File: config.mk
export PLATFORM = sky130hd
export DESIGN_NAME = pvd_fifo
export DESIGN_NICKNAME = d
export VERILOG_FILES = /design/src/sv/pvd_fifo.sv
export SDC_FILE = /design/constraint.sdc
export NUM_CORES = 1
export LEC_CHECK = 0
export BUFFER_PORTS_ARGS = -buffer_cell sky130_fd_sc_hd__buf_2
export CORE_MARGIN = 1.5
export CORE_UTILIZATION = 25
export DETAILED_ROUTE_END_ITERATION = 7
export PLACE_DENSITY_LB_ADDON = 0.08
export SLEW_MARGIN = 20
export SYNTH_ARGS = -nofsm -noshare
export SYNTH_HDL_FRONTEND = slang
export SYNTH_SLANG_ARGS = --single-unit
File: constraint.sdc
create_clock -name clk -period 4.3 [get_ports clk]
set_input_delay 0.645 -clock clk [delete_from_list [all_inputs] [get_ports clk]]
set_output_delay 0.645 -clock clk [all_outputs]
set_load 0.01 [all_outputs]
File: src/sv/pvd_fifo.sv
`default_nettype none
// ----------------------------------------------------------------------------
// pvd_fifo
// Small synchronous queue with push/full and pop/empty; head shown on rdata.
// ----------------------------------------------------------------------------
module pvd_fifo #(
	parameter int unsigned WIDTH = 8,
	parameter int unsigned DEPTH = 2
) (
	input  wire logic             clk,
	input  wire logic             arst_n,
	input  wire logic             push,
	input  wire logic [WIDTH-1:0] wdata,
	output      logic             full,
	input  wire logic             pop,
	output      logic [WIDTH-1:0] rdata,
	output      logic             empty
);
	localparam int unsigned AW = (DEPTH > 1) ? $clog2(DEPTH) : 1;
	localparam int unsigned CW = $clog2(DEPTH + 1);

	logic [WIDTH-1:0] mem_q [DEPTH];
	logic [AW-1:0]    wr_q;
	logic [AW-1:0]    rd_q;
	logic [CW-1:0]    cnt_q;
	logic             do_push;
	logic             do_pop;

	assign full    = cnt_q == CW'(DEPTH);
	assign empty   = cnt_q == '0;
	assign do_push = push && !full;
	assign do_pop  = pop && !empty;
	assign rdata   = mem_q[rd_q];

	always_ff @(posedge clk) begin
		if (do_push) begin
			mem_q[wr_q] <= wdata;
		end
	end

	always_ff @(posedge clk or negedge arst_n) begin
		if (!arst_n) begin
			wr_q  <= '0;
			rd_q  <= '0;
			cnt_q <= '0;
		end else begin
			if (do_push) begin
				wr_q <= (wr_q == AW'(DEPTH - 1)) ? '0 : wr_q + 1'b1;
			end
			if (do_pop) begin
				rd_q <= (rd_q == AW'(DEPTH - 1)) ? '0 : rd_q + 1'b1;
			end
			case ({do_push, do_pop})
				2'b10:   cnt_q <= cnt_q + 1'b1;
				2'b01:   cnt_q <= cnt_q - 1'b1;
				default: cnt_q <= cnt_q;
			endcase
		end
	end

endmodule
`default_nettype wire

---- After elaboration in Yosys (flattened, before gate mapping) ----
Memories as Yosys holds them, arrays and structs flattened.
Cells that the tools add are included.
cells by class
  mux-type cells .......................... 5
  equal/unequal tests ..................... 3
  reduce and logical (&&, ||, !) cells .... 6
  add/sub/neg operators ................... 4
operators with widths
  cell                                                  count
  equality test 2 bit (second input constant)           2
  2-to-1 mux 1 bit                                      4
  case mux 2 bit (2 select lines)                       1
  adder 1 bit (second input constant)                   2
  adder 2 x 1 -> 2 bit (second input constant)          1
  equality test 2 x 1 -> 1 bit (second input constant)  1
  logical AND 1 bit                                     2
  logical NOT 1 bit                                     2
  logical NOT 2 bit                                     1
  nonzero test 2 bit                                    1
  subtractor 2 x 1 -> 2 bit (second input constant)     1
storage, ports and cells
  bits in registers ....................... 4
  memory bits (writable) .................. 16
  logic and storage cells ................. 22
  memories ................................ 1
  bits of input ports ..................... 12
memory list
  name   words  bits a word  rd ports  clocked after Yosys merged registers in  write ports  line  text
  mem_q  2      8            1         0                                        1            22    logic [WIDTH-1:0] mem_q [DEPTH];

---- Logic depth before layout (Yosys ltp) ----
  depth after elaboration ................. 5
  depth in mapped cells ................... 6

---- Worst setup path after synthesis ----
No wires, ideal clock.
  kind .................................... reg-to-output
  from .................................... reg rd_q
  to ...................................... out rdata[0]
  arrival ................................. 857 ps
  slack ................................... 2798 ps
  buffers on the path ..................... 1
  required time ........................... 3655 ps
  stages on the path, launching flop included .. 3
  path through ............................ dfrtp_1 buf_2 mux2_2
on the way
  word-level cells in the longest chain between the ends .. 1
RTL lines
  what                      line  text
  start: declaration        24    logic [AW-1:0] rd_q;
  start signal: assignment  51    rd_q <= (rd_q == AW'(DEPTH - 1)) ? '0 : rd_q + 1'b1;
  memory read (2 x 8 bit)   n/a
  end: declaration          16    output logic [WIDTH-1:0] rdata,
Every way passes these cells.

---- Worst setup path in the final report ----
  from .................................... reg rd_q
  to ...................................... out rdata[3]
The elaborated chain is that of the path after synthesis.

==> reports/results.tsv <==
metric	value	unit
synthTopCellsByArea	edfxtp_1, dfrtp_1, mux2_2	
grt_max_degree	12	
synth_area_per_cell	18.0	µm²
drv_slew	0	
maxCapViolations	0	
cts_tree	yes	
post-route-period-util	0.477	
avgViaCountPerCell	4.22	
hp-class	primary input to asynchronous set/reset pin	
drive_above_1_share	0.493	
synth_top_area_cell	edfxtp_1	
grt_overflow	0	
synthMuxAreaShare	0.117	
routedWlPerCell	12.5	µm
grt_antenna_before_repair	0	
grt_pass1_wl	2050	µm
synth-seq-cells	20	
cp_max_fo	9	
worstSetupPathType	register to primary output	
num_vias	414	
cts_sinks	20	
post-cts-setup-buffers	0	
synth-adder-area-share	0.0162	
rsz0062_at_grt	no	
clockBufferDepth	2	
ant_nets	0	
synth_seq_area_share	0.752	
first_pass_iters	2	
cts_resized	0	
holdWs	132	ps
synth-simple-area-share	0.0470	
r2r_cells	3	
critPathLaunchType	register	
die_h	58.6	µm
period_minus_slack	2050	ps
coreArea	2850	µm²
pin_count	22	
synth_top_area_frac	0.622	
power_density	637	nW/µm²
synth_nets	56	
holdBufCountCts	0	
synth-xor-area-share	0.0567	
htree_levels	1	
gp_congestion	0.621	
clkLatencyLatePin	290	ps
start_util	0.271	
die_x	58.6	µm
track_usage	0.0862	
relSlewSlack	0.537	
p_leak	0.378	nW
root_buffer	clkbuf_4	
synth_area	772	µm²
tns	0	ps
grt_pass1_vias	443	
synth_top_family_by_area	multiplexers	
fin_skew	5.88	ps
insertedDiodeCount	0	
cts-buffers-inserted	3	
syn_inst	43	
die_area	3430	µm²
status	completed	
synth_compound_area_frac	0	
finalPower	597	µW
cp-end-kind	primary output	
setup_viol	0	
critical_path_required	3650	ps
ir_drop	0.000231	V
hold_viol	0	
worstMarginPinSlew	692	ps
drc_errors	0	
rows	19	
area_delta_synth_final	21.4	%
drt_iter0_markers	6	
nets	81	
yosys_warnings	0	
arrival	1410	ps
routed_wl	1220	µm
io_buffers	21	
ys_types	13	
path_clk_slew	110	ps
fmax	488	MHz
report_power, final:
group          internal, mW  total, mW  switching [mW]
clock network        0.0361     0.0899          0.0539
logic                 0.102      0.198          0.0957
registers             0.271      0.309          0.0382
total                 0.409      0.597           0.188
cells in the final DEF (no fill, tap or decap):
cell,n
buf_2,21
edfxtp_1,16
mux2_2,8
dfrtp_1,4
nor2_1,3
xnor2_1,3
clkbuf_4,3
xor2_1,2
nand2b_1,1
inv_1,1
nand2_1,1
and3_1,1
nor2b_2,1
ha_1,1
clkbuf_1,1
layout make-up:
cell class,count,area (µm²)
fill,301,1920
sequential,20,581
multi-input combinational,21,183
timing repair buffer,21,105
tap,31,38.8
clock buffer,4,26.3
inverter,1,3.75
path summary, 6_finish.rpt:
kind	start	to	slack [ps]
worst max-delay path	rd_q	rdata[3]	2250
worst min-delay path	arst_n	wr_q	130
worst max register to register	cnt_q[0]	mem_q[0][2]	2680
worst min register to register	wr_q	wr_q	500
max in group asynchronous	arst_n	rd_q	4040
min in group clk	wr_q	wr_q	500
metrics by stage:
stage / std cells / instance area, µm² / worst slack (ps) / utilization
4_1_cts: 98 / 937 / 2190 / 0.329
2_1_floorplan: 43 / 772 / 2800 / -
5_1_grt: 98 / 937 / 2130 / 0.329
6_report: 98 / 937 / 2250 / 0.329
3_3_place_gp: 94 / 911 / 2470 / 0.319
3_5_place_dp: 94 / 911 / 2470 / 0.319
flip-flops by register name, summed over array words and instances, names as in the netlist:
| signal | cells |
|---|---|
| cnt_q | 2 |
| mem_q | 16 |
| rd_q | 1 |
| wr_q | 1 |
synth_stat cells:
cell	instances
xor2_1	2
dfrtp_1	4
nand2b_1	1
and3_1	1
xnor2_1	3
ha_1	1
inv_1	1
mux2_2	8
nor2_1	3
nand2_1	1
nor2b_2	1
edfxtp_1	16
buf_2	1
per-layer routing:
metal	wire, µm	global-route usage	vias up
li1	-	-	200
met1	531	0.0973	200
met2	596	0.133	14
met3	95	0.0418	0
met4	0	0.0487	0
met5	0	0	-
critical path: stages (launching register included):
cell	delay, ps
dfrtp_1	600
mux2_2	380
buf_2	140
logic make-up (layout without fill, tap and decap cells):
| kind of cell | Yosys count | count (layout) |
|---|---|---|
| adders and majority gates | 1 | 1 |
| buffers and inverters | 2 | 26 |
| xor gates and xnor gates | 5 | 5 |
| muxes | 8 | 8 |
| DFF | 20 | 20 |
| and+or+nand+nor | 7 | 7 |
Note: power is estimated with default switching activity, not from simulation.
