**config.mk**
```make
export PLATFORM = sky130hd
export DESIGN_NAME = pvd_front
export DESIGN_NICKNAME = d
export VERILOG_FILES = /design/src/sv/pvd_pkg.sv /design/src/sv/pvd_front.sv
export SDC_FILE = /design/constraint.sdc
export NUM_CORES = 1
export LEC_CHECK = 0
export BUFFER_PORTS_ARGS = -buffer_cell sky130_fd_sc_hd__buf_4
export CORE_MARGIN = 5
export CORE_UTILIZATION = 40
export CTS_CLUSTER_DIAMETER = 150
export DETAILED_ROUTE_END_ITERATION = 16
export GPL_TIMING_DRIVEN = 1
export HOLD_SLACK_MARGIN = 0.12
export PLACE_DENSITY = 0.75
export SKIP_CTS_REPAIR_TIMING = 1
export SYNTH_ARGS = -nofsm -noshare
export SYNTH_HDL_FRONTEND = slang
export SYNTH_SLANG_ARGS = --single-unit
```
**constraint.sdc**
```tcl
create_clock -name clk -period 2.4 [get_ports clk]
set_clock_uncertainty 0.15 [all_clocks]
set_input_delay 0.48 -clock clk [delete_from_list [all_inputs] [get_ports clk]]
set_output_delay 0.48 -clock clk [all_outputs]
set_load 0.05 [all_outputs]
```
**src/sv/pvd_pkg.sv**
```systemverilog
`default_nettype none
// ----------------------------------------------------------------------------
// pvd_pkg
// Shared constants, types and arithmetic helpers for the polynomial
// value/derivative core (Q8.8 inputs, Q16.16 accumulator).
// ----------------------------------------------------------------------------
package pvd_pkg;

	localparam int unsigned MAX_DEGREE_DEF = 6;
	localparam int unsigned COEF_W         = 16;
	localparam int unsigned ACC_W          = 32;
	localparam int unsigned PROD_W         = ACC_W + COEF_W;
	localparam int unsigned IDX_W          = 3;
	localparam int unsigned DEG_W          = 3;

	localparam logic [IDX_W-1:0] REG_DEGREE = 3'd0;
	localparam logic [IDX_W-1:0] REG_COEF0  = 3'd1;

	localparam logic [ACC_W-1:0] ACC_MAX = 32'h7fff_ffff;
	localparam logic [ACC_W-1:0] ACC_MIN = 32'h8000_0000;

	// classified work item between front and back
	typedef struct packed {
		logic [COEF_W-1:0] point;
		logic              deriv;
		logic [DEG_W-1:0]  top;   // highest live term index
		logic              none;  // all terms zero
	} pvd_item_t;

	typedef struct packed {
		logic [ACC_W-1:0] value;
		logic             saturated;
	} pvd_res_t;

	// Horner term k widened to Q16.16; mult is k+1
	function automatic logic [ACC_W-1:0] term_q16(
		input logic [COEF_W-1:0] c_k,
		input logic [COEF_W-1:0] c_k1,
		input logic [2:0]        mult,
		input logic              live,
		input logic              deriv
	);
		logic signed [19:0] d;
		if (deriv) begin
			d = $signed({{4{c_k1[COEF_W-1]}}, c_k1}) * $signed({17'b0, mult});
		end else begin
			d = $signed({{4{c_k[COEF_W-1]}}, c_k});
		end
		return live ? {{4{d[19]}}, d, 8'b0} : '0;
	endfunction

	// acc*x rounded (half up), saturated, plus term, saturated
	function automatic pvd_res_t horner_step(
		input logic [PROD_W-1:0] prod,
		input logic [ACC_W-1:0]  t,
		input logic              sat_in
	);
		logic [PROD_W-1:0] rnd;
		logic [39:0]       r;
		logic              sat1;
		logic              sat2;
		logic [ACC_W-1:0]  rs;
		logic [ACC_W:0]    sum;
		pvd_res_t          res;
		rnd  = prod + PROD_W'(128);
		r    = rnd[PROD_W-1:8];
		sat1 = !((&r[39:31]) || !(|r[39:31]));
		rs   = sat1 ? (r[39] ? ACC_MIN : ACC_MAX) : r[ACC_W-1:0];
		sum  = {rs[ACC_W-1], rs} + {t[ACC_W-1], t};
		sat2 = sum[ACC_W] != sum[ACC_W-1];
		res.value     = sat2 ? (sum[ACC_W] ? ACC_MIN : ACC_MAX) : sum[ACC_W-1:0];
		res.saturated = sat_in | sat1 | sat2;
		return res;
	endfunction

endpackage
`default_nettype wire

```
**src/sv/pvd_front.sv**
```systemverilog
`default_nettype none
// ----------------------------------------------------------------------------
// pvd_front
// Input stage: takes a beat, clamps the degree, resolves value/derivative
// and hands the classified item to the work queue.
// ----------------------------------------------------------------------------
module pvd_front import pvd_pkg::*; #(
	parameter int unsigned MAX_DEG = MAX_DEGREE_DEF
) (
	input  wire logic              clk,
	input  wire logic              arst_n,
	input  wire logic              push,
	input  wire logic              func,
	input  wire logic [COEF_W-1:0] point,
	input  wire logic [DEG_W-1:0]  degree,
	output      logic              full,
	output      logic              mid_push,
	output      pvd_item_t         mid_item,
	input  wire logic              mid_full
);
	logic             valid_s1;
	pvd_item_t        item_s1;
	logic             accept;
	logic [DEG_W-1:0] n_eff;
	pvd_item_t        item_in;

	assign n_eff = (degree > DEG_W'(MAX_DEG)) ? DEG_W'(MAX_DEG) : degree;

	always_comb begin
		item_in.point = point;
		item_in.deriv = func;
		item_in.none  = func && (n_eff == '0);
		item_in.top   = func ? n_eff - 1'b1 : n_eff;
	end

	assign full     = valid_s1 && mid_full;
	assign accept   = push && !full;
	assign mid_push = valid_s1 && !mid_full;
	assign mid_item = item_s1;

	always_ff @(posedge clk or negedge arst_n) begin
		if (!arst_n) begin
			valid_s1 <= 1'b0;
		end else if (accept) begin
			valid_s1 <= 1'b1;
		end else if (mid_push) begin
			valid_s1 <= 1'b0;
		end
	end

	always_ff @(posedge clk) begin
		if (accept) begin
			item_s1 <= item_in;
		end
	end

endmodule
`default_nettype wire

```
# Yosys cells after proc, flatten, opt, wreduce, memory -nomap -nowiden
# Index checks and enable logic that the tools add are counted.
totals:
  regBits: 22
  ramBits: 0
  latch_bits: 0
  inputBits: 24
  romBits: 0
  mem_count: 0
  output_inout_bits: 23
  word_cells: 19
classes:
  n_eq_ne: 0
  n_div: 0
  muxes: 4
  bitwise_logic: 0
  addsub: 1
  reduce_logical: 8
  order_cmp: 1
  multipliers: 0
  shift: 0
ops:
  columns: ["op", "n"]
  rows:
  - ["2-to-1 mux 3 bit", 2]
  - ["logical AND 1 bit", 4]
  - ["greater-than comparator 3 bit, second input constant", 1]
  - ["logical NOT 3 bit", 1]
  - ["subtractor 3 x 1 -> 3 bit, second input constant", 1]
  - ["logical NOT 1 bit", 2]
  - ["2-to-1 mux 1 bit", 2]
  - ["nonzero test 2 bit", 1]

# Logic depth before layout (Yosys ltp)
depth:
  ltp_word: 4
  depth_mapped: 5
  mapped_depth_nobuf: 5

# Least setup slack after synthesis
# OpenSTA, ideal clock, no wires.
synth_timing:
  kind: "input -> register"
  from: "input port mid_full"
  to: "register item_s1 (netlist bit mid_item[0]), enable pin"
  stages: 2
  path_buffers: 0
  arrival_time_ps: 1855
  t_required_ps: 1849
  path_slack_ps: -6
  setup_ps: 401
  path_cell_list: "and2_1 nor2b_1"
synth_between:
  elab_chain_cells: 3
synth_lines:
  columns: ["item", "line_no", "rtl"]
  rows:
  - ["start: declaration", "pvd_front.sv:19", "input wire logic mid_full"]
  - ["logical AND 1 bit", "pvd_front.sv:36", "assign full = valid_s1 && mid_full;"]
  - ["logical NOT 1 bit", "pvd_front.sv:37", "assign accept = push && !full;"]
  - ["logical AND 1 bit", "pvd_front.sv:37", null]
  - ["named net accept", "pvd_front.sv:23", "logic accept;"]
  - ["end signal: assignment", "pvd_front.sv:53", "item_s1 <= item_in;"]
  - ["end: declaration", "pvd_front.sv:22", "pvd_item_t item_s1;"]
# The timed path passes the listed nets, and every way through them passes these cells.
# A chain may end at the register's enable or synchronous reset.

# Final worst setup path
layout_timing:
  from: "register valid_s1"
  to: "output port full"
layout_between:
  elab_chain_cells: 1
layout_lines:
  columns: ["item", "line_no", "rtl"]
  rows:
  - ["start: declaration", "pvd_front.sv:21", "logic valid_s1;"]
  - ["start signal: assignment", "pvd_front.sv:43", "valid_s1 <= 1'b0;"]
  - ["start signal: assignment", "pvd_front.sv:45", "valid_s1 <= 1'b1;"]
  - ["start signal: assignment", "pvd_front.sv:47", "valid_s1 <= 1'b0;"]
  - ["logical AND 1 bit", "pvd_front.sv:36", null]
  - ["end: declaration", "pvd_front.sv:16", "output logic full,"]
# Every way passes these cells.

==> reports/results.ini <==
[worst_setup_path]
startpoint=valid_s1$_DFFE_PN0P_
rr_startpoint=valid_s1$_DFFE_PN0P_
startpoint_type=flip-flop
cp-end-kind=output pin
r2r_cells=3
crit_type=flip-flop to output pin
ff2ff_setup_slack_ns=0.85
cp.arrival_ns=1.03
timing.rr.end=mid_item[15]$_DFFE_PP_
cp_data_required_time_ns=1.77
cp_max_fo=3

[yosys]
synth.most_common_cell=edfxtp_1
synth_edf_count=21
seq_area_frac_synth_pct=87.3
synthArstFlopShare_pct=4.55
synth-seq-cells=22
syn_inst=36
synthesis.nets=61
synth_cell_types=14
syn_area_um2=751
yosysTopAreaCellShare_pct=84.0
yosys-top-cells-count=21 x edfxtp_1, 2 x inv_1, 2 x nor2b_1
yosysTopAreaCell=edfxtp_1
syn_avg_cell_area_um2=20.9
synth.area.top_cells=edfxtp_1 84%, dfrtp_1 3.3%, ha_1 1.7%
synthFlopType=edfxtp_1
yosysWarnings=0

[floorplanning]
start_util_pct=42.6
num_rows=15
die_h_um=53.3
io_pins=47
core-area_um2=1760
dieArea_um2=2840
die_width_um=53.3

[clocking]
cts.sinks=22
cts_made_buffers=3
cts_tree=built
cts.clk_slew.worst_paths_ns=0.11
clockBufferDepth=2
root_buffer=clkbuf_4
clk_latency_ns=0.28
cts.htree.levels=1

[power_and_ir_drop]
intPower_mw=0.575
p_sw_share_pct=26.7
seqPwrFrac_pct=57.7
finalPower_mw=0.784
irDropWorstVdd_mv=0.353
switching_power_mw=0.209
share_comb_of_total_power_pct=22.1
clock_power_share_pct=20.2
p_leak_nw=0.504
power_density_nw_per_um2=661

[routing]
routed-wl-met3_um=206
met2_length_um=799
vias=486
top_layer_used=met4
drtPass1Iterations=4
ant_nets=0
wl_per_cell_um=13.6
vias_per_cell=4.30
routed_wirelength_mm=1.54
drtIter0Drc=5
drt_drc_violations_left=0
met1_length_um=509

[place]
dp_hpwl_mm=1.25
pre_cts_ws_ns=0.586
dp_cells=108
placement.cell_area_um2=1150
io_buffer_count=46
gp_congestion=0.625

[cells_and_area]
layout-drive-gt1-share_pct=59.1
ff_latch_area_um2=656
multi_input_area_um2=90.1
nFillCells=152
num_antenna_cells=0
final_cells=113
design_area_um2=1190
syn_to_final_growth_pct=58.0
final_util_pct=67.2
final_nets=114

[timing]
fmax_mhz=604
worst_pin_slew_ns=0.432
min_period_ns=1.66
worst_slack_ns=0.745
drv_slew=0
hold_violations=0
setup_viol=0
fin_crit_sh_pct=69.0
rsz0062_at_grt=false
fin_tns_setup_ns=0
whs_ns=0.211
slew_headroom_pct=71.1

[grt]
grt_max_degree=15
grt_pass1_wl_mm=2.05
globalRouteOverflowTotal=0
grt_antenna_before_repair=0
grt_pass1_vias=477
grtUsageTotal_pct=10.6

[min_path]
worstHoldStart=point[6]
hold_depth=1
min_to=mid_item[11]$_DFFE_PP_
hp-class=input port to flip-flop

[flow_run]
cap_violations=0

[run_status]
run_status=complete, no violations

-- critical path, stage by stage (launching register included) --
cell	delay, ns
dfrtp_1	0.38
and2_1	0.16
buf_4	0.20
-- layout by cell type, fill, tap and decap left out --
master         count
ha_1               1
buf_12             1
inv_1              2
buf_4             46
and2_1             1
clkbuf_4           3
clkbuf_1           1
nor4b_1            1
xor2_1             1
nor2_1             1
xnor2_1            1
nand2_1            1
nor2b_2            1
nor2b_1            1
dfrtp_1            1
dlygate4sd3_1      1
a21boi_2           1
edfxtp_1          21
or2_1              1
a21oi_1            1
-- worst max path at each step --
stage | slack [ns] | to | cells after the start
2_1_floorplan | 0.38 | mid_item[0]$_DFFE_PP_ | 2
3_3_place_gp | 0.62 | mid_item[16]$_DFFE_PP_ | 4
3_5_place_dp | 0.59 | mid_item[16]$_DFFE_PP_ | 4
4_1_cts | 0.73 | full | 2
5_1_grt | 0.68 | full | 2
6_report | 0.74 | full | 2
-- power groups by stage --
| stage | Clock [mW] | Combinational (mW) | Sequential [mW] |
|---|---|---|---|
| after floorplan | 0 | 0.0265 | 0.533 |
| after global placement | 0 | 0.171 | 0.461 |
| after detailed placement | 0 | 0.173 | 0.461 |
| after CTS | 0.167 | 0.174 | 0.452 |
| after global routing | 0.182 | 0.181 | 0.454 |
| final | 0.158 | 0.173 | 0.452 |
-- kinds of logic (layout without fill, tap and decap cells) --
kind of cell	after synthesis	after routing	synth area share (%)
compound gates	2	2	2.17
xor+xnor	2	2	2.33
fa+ha+maj	1	1	1.67
buf+inv	2	54	1.00
flops	22	22	87.3
simple gates	7	7	5.50
-- registers in the layout, indices dropped and copies added, names as in the netlist --
name	flops
valid_s1	1
mid_item	21
-- per-layer routing --
metal | GRT usage, % | up-vias
li1 | - | 235
met1 | 10.8 | 219
met2 | 18.8 | 30
met3 | 2.82 | 2
met4 | 6.38 | 0
met5 | 0 | -
-- layout make-up --
cell class | count | area share (%)
multi-input combinational | 12 | 7.59
timing repair buffer | 48 | 31.6
clock buffer | 4 | 2.22
sequential | 22 | 55.3
tap | 25 | 2.64
inverter | 2 | 0.633
Note: power is estimated with default switching activity, not from simulation.
